File: src/rtl/core/cpr_pkg.sv
`default_nettype none
// ----------------------------------------------------------------------------
// cpr_pkg
// Shared constants and types of the clock page replacement block.
// ----------------------------------------------------------------------------
package cpr_pkg;

  // default sizing of the frame table
  localparam int FRAME_COUNT_DEF  = 16;
  localparam int ADDRESS_BITS_DEF = 48;

  // fixed widths of the stream fields
  localparam int PAGE_W      = 48;
  localparam int INDEX_W     = 4;
  localparam int IN_TDATA_W  = 48;
  localparam int OUT_TDATA_W = 56;

  // one result word, first field in the highest bits when packed
  typedef struct packed {
    logic [PAGE_W-1:0]  evicted_address;
    logic               evicted_valid;
    logic [INDEX_W-1:0] frame_index;
    logic               hit;
    logic               ignored;
  } result_t;

endpackage : cpr_pkg
`default_nettype wire

File: src/rtl/core/clock_page_replacement.sv
`default_nettype none
// ----------------------------------------------------------------------------
// clock_page_replacement
// Second-chance page replacement over a table of frames held in a memory.
// ----------------------------------------------------------------------------
// One page address goes in per word and one result word comes out. The frame
// addresses sit in a synchronous memory, read one entry per cycle, so the
// block handles one word at a time. A zero address skips the lookup. A lookup
// walks the table through the memory read port, one frame per cycle. A hit
// stops the walk early. A miss with a free frame left loads it after the full
// walk. A miss on a full table adds the clock sweep, one frame per cycle, then
// reads and replaces the victim. A new address is taken while the previous
// result still waits on the output register. There is no clearing pass: the
// referenced and occupied bits are flip-flops that reset clears at once.
module clock_page_replacement #(
  parameter int FRAME_COUNT  = cpr_pkg::FRAME_COUNT_DEF,
  parameter int ADDRESS_BITS = cpr_pkg::ADDRESS_BITS_DEF
) (
  input  wire logic                             clk,
  input  wire logic                             rst,
  // page_address[47:0]
  input  wire logic [cpr_pkg::IN_TDATA_W-1:0]   s_tdata,
  input  wire logic                             s_tvalid,
  output logic                                  s_tready,
  // ignored[0], hit[1], frame_index[5:2], evicted_valid[6],
  // evicted_address[54:7], zero[55]
  output logic [cpr_pkg::OUT_TDATA_W-1:0]       m_tdata,
  output logic                                  m_tvalid,
  input  wire logic                             m_tready
);
  import cpr_pkg::*;

  localparam int IDX_W = $clog2(FRAME_COUNT);
  localparam logic [IDX_W-1:0] LAST_FRAME = IDX_W'(FRAME_COUNT - 1);

  typedef enum logic [2:0] {
    S_IDLE,
    S_SCAN,
    S_SWEEP,
    S_EVICT,
    S_DONE
  } state_t;

  state_t                  state;
  logic [ADDRESS_BITS-1:0] addr;
  logic [IDX_W-1:0]        scan_idx;
  logic                    cmp_valid;
  logic [IDX_W-1:0]        cmp_idx;
  logic [IDX_W-1:0]        slot;
  logic [IDX_W-1:0]        clock_hand;
  logic [IDX_W-1:0]        fill_pointer;
  logic                    table_full;
  logic [FRAME_COUNT-1:0]  ref_bits;
  logic [FRAME_COUNT-1:0]  occupied;
  result_t                 res;

  // frame address memory
  logic [ADDRESS_BITS-1:0] frame_mem [FRAME_COUNT];
  logic [ADDRESS_BITS-1:0] rd_data;
  logic [IDX_W-1:0]        rd_addr;
  logic                    wr_en;
  logic [IDX_W-1:0]        wr_addr;

  logic [ADDRESS_BITS-1:0] in_addr;
  logic                    s_accept;
  logic                    m_free;
  logic                    cmp_hit;
  logic                    cmp_last;
  logic [IDX_W-1:0]        fill_next;

  function automatic logic [IDX_W-1:0] next_frame(input logic [IDX_W-1:0] f);
    next_frame = (f == LAST_FRAME) ? '0 : f + IDX_W'(1);
  endfunction

  // input narrowing and handshake
  assign in_addr  = ADDRESS_BITS'(s_tdata[PAGE_W-1:0]);
  assign s_tready = (state == S_IDLE);
  assign s_accept = s_tvalid && s_tready;
  assign m_free   = !m_tvalid || m_tready;

  // lookup compare on the word read last cycle
  assign cmp_hit   = cmp_valid && occupied[cmp_idx] && (rd_data == addr);
  assign cmp_last  = cmp_valid && (cmp_idx == LAST_FRAME);
  assign fill_next = next_frame(fill_pointer);

  // memory port control
  always_comb begin
    rd_addr = (state == S_SCAN) ? scan_idx : slot;
    wr_en   = 1'b0;
    wr_addr = slot;
    if (state == S_SCAN && !cmp_hit && cmp_last && !table_full) begin
      wr_en   = 1'b1;
      wr_addr = fill_pointer;
    end else if (state == S_EVICT) begin
      wr_en   = 1'b1;
      wr_addr = slot;
    end
  end

  always_ff @(posedge clk) begin
    if (wr_en) begin
      frame_mem[wr_addr] <= addr;
    end
    rd_data <= frame_mem[rd_addr];
  end

  // control sequencer and output register
  always_ff @(posedge clk) begin
    if (rst) begin
      state        <= S_IDLE;
      cmp_valid    <= 1'b0;
      clock_hand   <= '0;
      fill_pointer <= '0;
      table_full   <= 1'b0;
      ref_bits     <= '0;
      occupied     <= '0;
      m_tvalid     <= 1'b0;
    end else begin
      // drop valid once taken, unless a new word replaces it
      if (m_tvalid && m_tready && state != S_DONE) begin
        m_tvalid <= 1'b0;
      end
      unique case (state)
        S_IDLE: begin
          if (s_accept) begin
            addr      <= in_addr;
            // ignored sits in the lowest bit of the result
            res       <= {{($bits(result_t)-1){1'b0}}, in_addr == '0};
            scan_idx  <= '0;
            cmp_valid <= 1'b0;
            if (in_addr == '0) begin
              state <= S_DONE;
            end else begin
              state <= S_SCAN;
            end
          end
        end
        S_SCAN: begin
          priority if (cmp_hit) begin
            ref_bits[cmp_idx] <= 1'b1;
            res.hit           <= 1'b1;
            res.frame_index   <= INDEX_W'(cmp_idx);
            state             <= S_DONE;
          end else if (cmp_last && !table_full) begin
            // load into the next free frame
            ref_bits[fill_pointer] <= 1'b1;
            occupied[fill_pointer] <= 1'b1;
            fill_pointer           <= fill_next;
            table_full             <= (fill_next == clock_hand);
            res.frame_index        <= INDEX_W'(fill_pointer);
            state                  <= S_DONE;
          end else if (cmp_last) begin
            slot  <= clock_hand;
            state <= S_SWEEP;
          end else begin
            cmp_valid <= 1'b1;
            cmp_idx   <= scan_idx;
            scan_idx  <= scan_idx + IDX_W'(1);
          end
        end
        S_SWEEP: begin
          // second chance: clear and pass, or stop with the read issued
          if (ref_bits[slot]) begin
            ref_bits[slot] <= 1'b0;
            slot           <= next_frame(slot);
          end else begin
            state <= S_EVICT;
          end
        end
        S_EVICT: begin
          ref_bits[slot]      <= 1'b1;
          occupied[slot]      <= 1'b1;
          clock_hand          <= next_frame(slot);
          fill_pointer        <= next_frame(slot);
          res.evicted_valid   <= 1'b1;
          res.evicted_address <= PAGE_W'(rd_data);
          res.frame_index     <= INDEX_W'(slot);
          state               <= S_DONE;
        end
        S_DONE: begin
          if (m_free) begin
            m_tdata  <= OUT_TDATA_W'(res);
            m_tvalid <= 1'b1;
            state    <= S_IDLE;
          end
        end
        default: begin
          state <= S_IDLE;
        end
      endcase
    end
  end

  // a full table always has the fill pointer parked on the hand
  a_full_hand: assert property (@(posedge clk) disable iff (rst)
    table_full |-> (fill_pointer == clock_hand))
    else $error("table full with fill pointer off the clock hand");

  // the victim frame has its referenced bit clear
  a_victim_clear: assert property (@(posedge clk) disable iff (rst)
    (state == S_EVICT) |-> !ref_bits[slot])
    else $error("evicting a referenced frame");

  // a sweep only starts on a full table
  a_sweep_full: assert property (@(posedge clk) disable iff (rst)
    (state == S_SWEEP) |-> table_full)
    else $error("clock sweep on a table with free frames");

  // a hit never reports an eviction
  a_hit_no_evict: assert property (@(posedge clk) disable iff (rst)
    m_tvalid |-> !(m_tdata[1] && m_tdata[6]))
    else $error("result with both hit and eviction");

endmodule : clock_page_replacement
`default_nettype wire

File: config.mk
export PLATFORM = sky130hd
export DESIGN_NAME = clock_page_replacement
export DESIGN_NICKNAME = d
export VERILOG_FILES = /design/src/rtl/core/cpr_pkg.sv /design/src/rtl/core/clock_page_replacement.sv
export SDC_FILE = /design/constraint.sdc
export NUM_CORES = 1
export LEC_CHECK = 0
export BUFFER_PORTS_ARGS = -buffer_cell sky130_fd_sc_hd__buf_4
export CAP_MARGIN = 20
export CORE_MARGIN = 1.5
export CORE_UTILIZATION = 60
export CTS_CLUSTER_SIZE = 16
export DETAILED_ROUTE_END_ITERATION = 10
export PLACE_DENSITY_LB_ADDON = 0.2
export SLEW_MARGIN = 20
export SYNTH_ARGS = -nofsm -noshare
export SYNTH_HDL_FRONTEND = slang
export SYNTH_SLANG_ARGS = --single-unit
File: constraint.sdc
create_clock -name clk -period 7.3 [get_ports clk]
set_input_delay 0 -clock clk [delete_from_list [all_inputs] [get_ports clk]]
set_output_delay 0 -clock clk [all_outputs]
set_load 0.01 [all_outputs]
==> qor.txt, run 1 <==
outcome = complete, no violations
H-tree Lvls = 3
Routed Antenna Nets = 0
Via density = 6.65
Final setup viols = 0
Sink Count = 1032
CP Capture Type = flip-flop
initial antenna violation count = 3
Max Fclk = 207 MHz
share of layout cells above drive strength 1 = 22.9%
Post-DP HPWL = 53.4 mm
Worst Hold End = addr[5]$_DFFE_PP_
share of the synthesized area in the top cell type = 70.9%
largest net degree at the start of global routing = 73
cell with the most instances after synthesis = edfxtp_1
synth top area cells = edfxtp_1, mux4_2, dfxtp_1
synthesized flop and latch total = 1032
Arr. time, crit path = 5.41 ns
antenna cells = 0
Core Region = 65600 sq um
post-synth top area cell = edfxtp_1
synthesized area = 39700 sq um
Nets = 2354
IO Pins = 110
fin crit period = 4.83 ns
DP Cell Count = 3005
max-cap viol count = 0
DR vias = 21.5k
reg2reg end = state[2]$_SDFFE_PP0P_
clock latency on the worst-skew pair = 0.65 ns
worst flop-to-flop path startpoint = addr[12]$_DFFE_PP_
DRC viols = 0
kind of critical path = flip-flop to flip-flop
worst ir drop on vdd = 0.224 mV
Seq/Total Area, Yosys = 75.6%
clock-pin slew on the worst setup and hold paths = 0.06 ns
leakage = 14.7 nW
vias in the first global route = 21.3k
ys flop type = edfxtp_1
startpoint types = flip-flop
power density cells = 279 nW/um^2
die area = 67800 sq um
Root Buffer = clkbuf_16
die height = 260 um
normalized max-slew margin = 25.3%
Async S/R FF share, synth = 0%
# rows = 94
Post-synth EDFFs = 938
final hold viol count = 0
Fin Setup TNS = 0 ns
worst reg2reg path depth = 8
unrepaired setup endpoints after global routing = no
Critical Path RT = 7.88 ns
first-pass GRT wire length = 142 mm
CTS tree = done
Post-Layout Cell Count = 3242
Routed WL = 96.7 mm
synth cell count leaders = edfxtp_1, mux4_2, nand2_1
postcts setup bufs = 0
TritonCTS Buffers = 98
Crit Path Max Fanout = 17
r2r setup slk = 2.47 ns
worst-margin pin slew = 1.11 ns
total track usage = 29.0%
Yosys warnings = 0
Final Max Slew Viols = 0
Syn-to-layout area delta = 14.3%
period utilization = 66.1%
Synth Instances = 2112
Avg Inst Size Synth = 18.8 sq um
Hold/Removal Path Class = input pin to flip-flop
Layout fillers = 4082
Hold Path Origin = s_tdata[5]
1st-pass router iterations = 7
Die Wd = 260 um
Initial Util = 60.5%
clock buffer depth = 3
Hold Path Depth = 2
DR iter-0 viols = 2408
syn_nets = 2173
Resized Gates After CTS = 0
Yosys cell types = 72
Worst Clk Skew = 0.0233 ns
Avg WL per Cell = 29.8 um
Overflow after GRT = 0
Placer Congestion = 0.922
I/O Buffers = 108
[sequential cells by signal, summed over array words and instances, names as in the netlist]
| name | flops |
|---|---|
| frame_mem | 768 |
| m_tdata | 55 |
| res | 55 |
| addr | 48 |
| rd_data | 48 |
| occupied | 16 |
| ref_bits | 16 |
| clock_hand | 4 |
| cmp_idx | 4 |
| fill_pointer | 4 |
| scan_idx | 4 |
| slot | 4 |
| state | 3 |
| cmp_valid | 1 |
| m_tvalid | 1 |
| table_full | 1 |
[per-stage QoR]
step	power (W)	instance area [sq um]	util, %	worst slack (ns)	hold slack, ns
after floorplan	0.00735	39700	-	1.21	0.0989
after global placement	0.00766	41700	63.5	2.70	0.188
after detailed placement	0.00767	41700	63.5	2.60	0.189
after CTS	0.0127	45400	69.2	2.54	0.0431
after global routing	0.0130	45400	69.2	2.26	0.0773
final	0.0127	45400	69.2	2.47	0.0768
[final cells by class]
class	instances	area [sq um]	area share [%]
clock buffer	130	2710	5.96
clock inverter	55	539	1.19
inverter	16	60.1	0.132
multi-input combinational	947	9350	20.6
sequential	1032	30100	66.2
tap	864	1080	2.38
timing repair buffer	198	1640	3.61
[cell usage in the layout, fill, tap and decap left out, types with 7 or more instances in the layout]
cell / netlist / final
nand2_1: 141 / 140
mux4_2: 200 / 200
dlygate4sd3_1: 0 / 52
clkbuf_1: 63 / 22
inv_1: 12 / 12
dfxtp_1: 94 / 93
a221oi_1: 14 / 14
clkinv_1: 1 / 10
nand4_1: 26 / 26
a21o_1: 12 / 12
buf_4: 12 / 144
clkinv_2: 0 / 27
clkbuf_16: 0 / 101
nor2_1: 38 / 37
o2bb2ai_1: 8 / 8
nor4_1: 19 / 18
a31oi_1: 51 / 51
and2_1: 52 / 52
nor2b_1: 10 / 10
ha_1: 9 / 9
o22ai_4: 0 / 10
xnor2_1: 47 / 47
or3_1: 14 / 14
nor3_1: 13 / 12
nand2b_1: 8 / 8
edfxtp_1: 938 / 938
a21oi_1: 56 / 54
a211oi_1: 51 / 51
nand3_1: 20 / 20
o21ai_0: 24 / 24
bufinv_16: 0 / 8
clkbuf_8: 0 / 7
and3_1: 48 / 48
[worst max-delay path: stages, from the launching register on]
cell and delay (ns):
edfxtp_1 0.62, xnor2_1 0.64, nand4_1 0.29, nor4_1 0.49
nand4_1 0.67, o211ai_2 0.53, nand2_1 0.47, a221oi_1 0.44
dlygate4sd3_1 0.60
[kinds of logic (layout without fill, tap and decap cells)]
logic type / after synthesis / in the layout / synth area share [%]
DFF: 1032 / 1032 / 75.6
and+or+nand+nor: 413 / 413 / 5.39
AOI/OAI and AO/OA: 265 / 265 / 4.45
adders and majority gates: 9 / 9 / 0.283
muxes: 208 / 208 / 11.5
other: 1 / 1 / 0.00944
buffers and inverters: 133 / 399 / 1.56
xor gates and xnor gates: 51 / 51 / 1.12
[power breakdown]
group | switching (W) | internal, W | total [W]
combinational | 0.000509 | 0.000383 | 0.000891
sequential | 0.000144 | 0.00654 | 0.00669
clock | 0.00218 | 0.00291 | 0.00509
total | 0.00284 | 0.00983 | 0.0127
[worst max path at each step]
stage / start / endpoint / cells after the start
2_1_floorplan: cmp_idx[0]$_DFFE_PP_ / frame_mem[11][0]$_DFFE_PP_ / 9
4_1_cts: state[0]$_SDFFE_PP0P_ / frame_mem[13][24]$_DFFE_PP_ / 6
3_3_place_gp: state[2]$_SDFFE_PP0P_ / frame_mem[13][41]$_DFFE_PP_ / 6
6_report: addr[12]$_DFFE_PP_ / state[2]$_SDFFE_PP0P_ / 8
5_1_grt: addr[12]$_DFFE_PP_ / state[2]$_SDFFE_PP0P_ / 8
3_5_place_dp: state[0]$_SDFFE_PP0P_ / frame_mem[13][30]$_DFFE_PP_ / 6
[what timing repair did]
item | 4_1_cts | 5_1_grt
hold buffers | 52 | 0
endpoints found under the setup margin | 0 | 0
endpoints found under the hold margin | 85 | 0
[per-layer routing]
| layer | share of wire (%) | GRT usage (%) |
|---|---|---|
| met1 | 40 | 42.6 |
| met2 | 48 | 45.6 |
| met3 | 9.1 | 4.59 |
| met4 | 2.6 | 9.06 |
| met5 | 0.012 | 0 |
Power figures use the tool's default switching activity.
==> run 2: changes to the inputs <==
ABC_AREA = 1   (was default)
CORE_UTILIZATION = 56   (was 60)
clock period = 4.4 ns   (was 7.3 ns; I/O delays follow)
==> run 2 against run 1 <==
  * Final area increased by 3.1%
  * First-iteration DRC count increased by 32%
  * Synthesized cell count increased by 53%
  * Count of clock-buffer cells in the layout increased by 5
  * Combinational power increased to 3.2 times the previous value
==> qor.txt, run 2 <==
DR iter-0 viols = 3180
largest register by flop count = frame_mem
Hold Path Origin = s_tdata[43]
synthesized flop and latch total = 1032
IO Pins = 110
Syn-to-layout area delta = 15.5%
CP Capture Type = flip-flop
r2r setup slk = 0.81 ns
Via density = 6.17
vias in the first global route = 26.3k
Sw Pwr = 0.00590 W
Critical Path RT = 4.74 ns
I/O Buffers = 108
share of the synthesized area in the top cell type = 69.4%
synth top area cells = edfxtp_1, o21ai_0, nor2_1
total track usage = 29.4%
Worst Clk Skew = 0.0255 ns
Hold Path Depth = 2
Hold/Removal Path Class = input pin to flip-flop
Avg WL per Cell = 24.7 um
worst-margin pin slew = 1.29 ns
ys flop type = edfxtp_1
post-synth top area cell = edfxtp_1
Routed Antenna Nets = 0
# rows = 98
initial antenna violation count = 2
most frequent cells in the layout = edfxtp_1, nor2_1, o21ai_0
Routed WL = 109 mm
DR vias = 27.2k
outcome = complete, no violations
period utilization = 81.5%
Arr. time, crit path = 3.93 ns
Max Fclk = 279 MHz
final hold viol count = 0
Yosys cell types = 39
H-tree Lvls = 3
Synth Instances = 3231
Die Wd = 272 um
clock share of power = 39.0%
max reg flops = 768
clock buffer depth = 3
Nets = 3428
clock-pin slew on the worst setup and hold paths = 0.06 ns
commonest non-fill, non-tap cell in the layout = edfxtp_1
share of layout cells above drive strength 1 = 11.2%
Util after Layout = 65.4%
DRC viols = 0
worst flop-to-flop path startpoint = addr[10]$_DFFE_PP_
Worst Hold End = addr[43]$_DFFE_PP_
Seq/Total Area, Yosys = 74.1%
leakage = 15.9 nW
kind of critical path = flip-flop to flip-flop
critical path startpoint = addr[10]$_DFFE_PP_
die height = 272 um
1st-pass router iterations = 5
Async S/R FF share, synth = 0%
clock latency on the worst-skew pair = 0.66 ns
Core Region = 71600 sq um
overall power = 0.0231 W
Crit Path Max Fanout = 20
Post-DP HPWL = 60.5 mm
Yosys warnings = 0
startpoint types = flip-flop
Post-synth EDFFs = 938
Root Buffer = clkbuf_16
Resized Gates After CTS = 0
Final Max Slew Viols = 0
reg2reg end = frame_mem[6][41]$_DFFE_PP_
cell with the most instances after synthesis = edfxtp_1
Placer Congestion = 0.895
Initial Util = 56.6%
Overflow after GRT = 0
largest net degree at the start of global routing = 213
synth cell count leaders = edfxtp_1, nor2_1, o21ai_0
worst reg2reg path depth = 16
worst ir drop on vdd = 0.440 mV
syn_nets = 3292
unrepaired setup endpoints after global routing = no
power density cells = 493 nW/um^2
Int Power = 0.0172 W
Fin Setup TNS = 0 ns
Final setup viols = 0
max-cap viol count = 0
CTS tree = done
die area = 74000 sq um
Logic pwr share = 12.2%
fin crit period = 3.59 ns
TritonCTS Buffers = 101
sequential power share = 48.8%
biggest regs = frame_mem (768), m_tdata (55), res (55)
normalized max-slew margin = 13.8%
Sink Count = 1032
synthesized area = 40600 sq um
first-pass GRT wire length = 162 mm
switching share of power = 25.5%
Avg Inst Size Synth = 12.6 sq um
[run 2: cells by family after synthesis]
logic type	after synthesis	share of synthesized area (%)
buf+inv	378	3.67
other cells	1	0.00925
simple gates	1007	10.0
flops	1032	74.1
xor+xnor	16	0.346
compound gates	788	11.6
fa+ha+maj	9	0.278
[run 2: power by group through the flow]
stage	Sequential, W	Clock (W)	Combinational (W)
2_1_floorplan	0.0114	0	0.00177
3_3_place_gp	0.0114	0	0.00263
3_5_place_dp	0.0115	0	0.00271
4_1_cts	0.0113	0.00912	0.00277
5_1_grt	0.0113	0.00950	0.00305
6_report	0.0113	0.00902	0.00282
[run 2: area by class of cell]
| type | count | area (sq um) |
|---|---|---|
| flip-flops and latches | 1032 | 30000 |
| fillers | 5187 | 24800 |
| multi-input cells | 1821 | 9220 |
| clock buffers | 135 | 2800 |
| repair buffers | 226 | 2180 |
| well taps | 950 | 1190 |
| clock inverters | 53 | 711 |
| inverters | 185 | 704 |
| diodes | 1 | 2.50 |
[run 2: timing repair]
item                       CTS  global route
hold endpoints to repair    84             0
setup endpoints to repair    0             0
hold buffers                53             0
setup buffers                0             0
[run 2: per-layer routing]
| metal | vias to the layer above | global-route usage [%] | wire [um] | part of all wire [%] |
|---|---|---|---|---|
| met3 | 217 | 5.91 | 11200 | 10 |
| met1 | 13400 | 42.2 | 44200 | 41 |
| met2 | 1557 | 45.3 | 50000 | 46 |
| met4 | 0 | 10.3 | 3430 | 3.1 |
| met5 | - | 0 | 0 | 0 |
| li1 | 12000 | - | - | - |
[run 2: stage by stage]
| stage | cells | hold WS (ns) | setup slack, ns | area, sq um |
|---|---|---|---|---|
| after CTS | 4402 | 0.0477 | 0.828 | 46800 |
| after detailed placement | 4161 | 0.191 | 0.852 | 42800 |
| final | 4403 | 0.0785 | 0.813 | 46800 |
| after floorplan | 3231 | 0.0989 | 0.128 | 40600 |
| after global placement | 4161 | 0.187 | 0.919 | 42800 |
| after global routing | 4402 | 0.0501 | 0.536 | 46800 |
[run 2: how the worst max path moves through the flow]
| stage | to | slack, ns | depth (start not counted) |
|---|---|---|---|
| after detailed placement | frame_mem[6][42]$_DFFE_PP_ | 0.85 | 13 |
| after CTS | frame_mem[6][41]$_DFFE_PP_ | 0.83 | 13 |
| after global routing | frame_mem[13][41]$_DFFE_PP_ | 0.54 | 15 |
| after global placement | frame_mem[6][42]$_DFFE_PP_ | 0.92 | 13 |
| final | frame_mem[6][41]$_DFFE_PP_ | 0.81 | 16 |
| after floorplan | frame_mem[8][0]$_DFFE_PP_ | 0.13 | 15 |
[run 2: critical path, stage by stage, from the launching register on]
cell,delay (ns)
edfxtp_1,0.70
inv_1,0.08
nand2_1,0.08
nand2_1,0.06
nor2_1,0.18
nand3_1,0.18
nor2_1,0.12
nand2_1,0.10
nor2_4,0.14
nand3_4,0.11
buf_4,0.24
nand4_1,0.09
o21ai_1,0.11
inv_1,0.10
nand2_1,0.23
nor2_4,0.46
buf_12,0.26
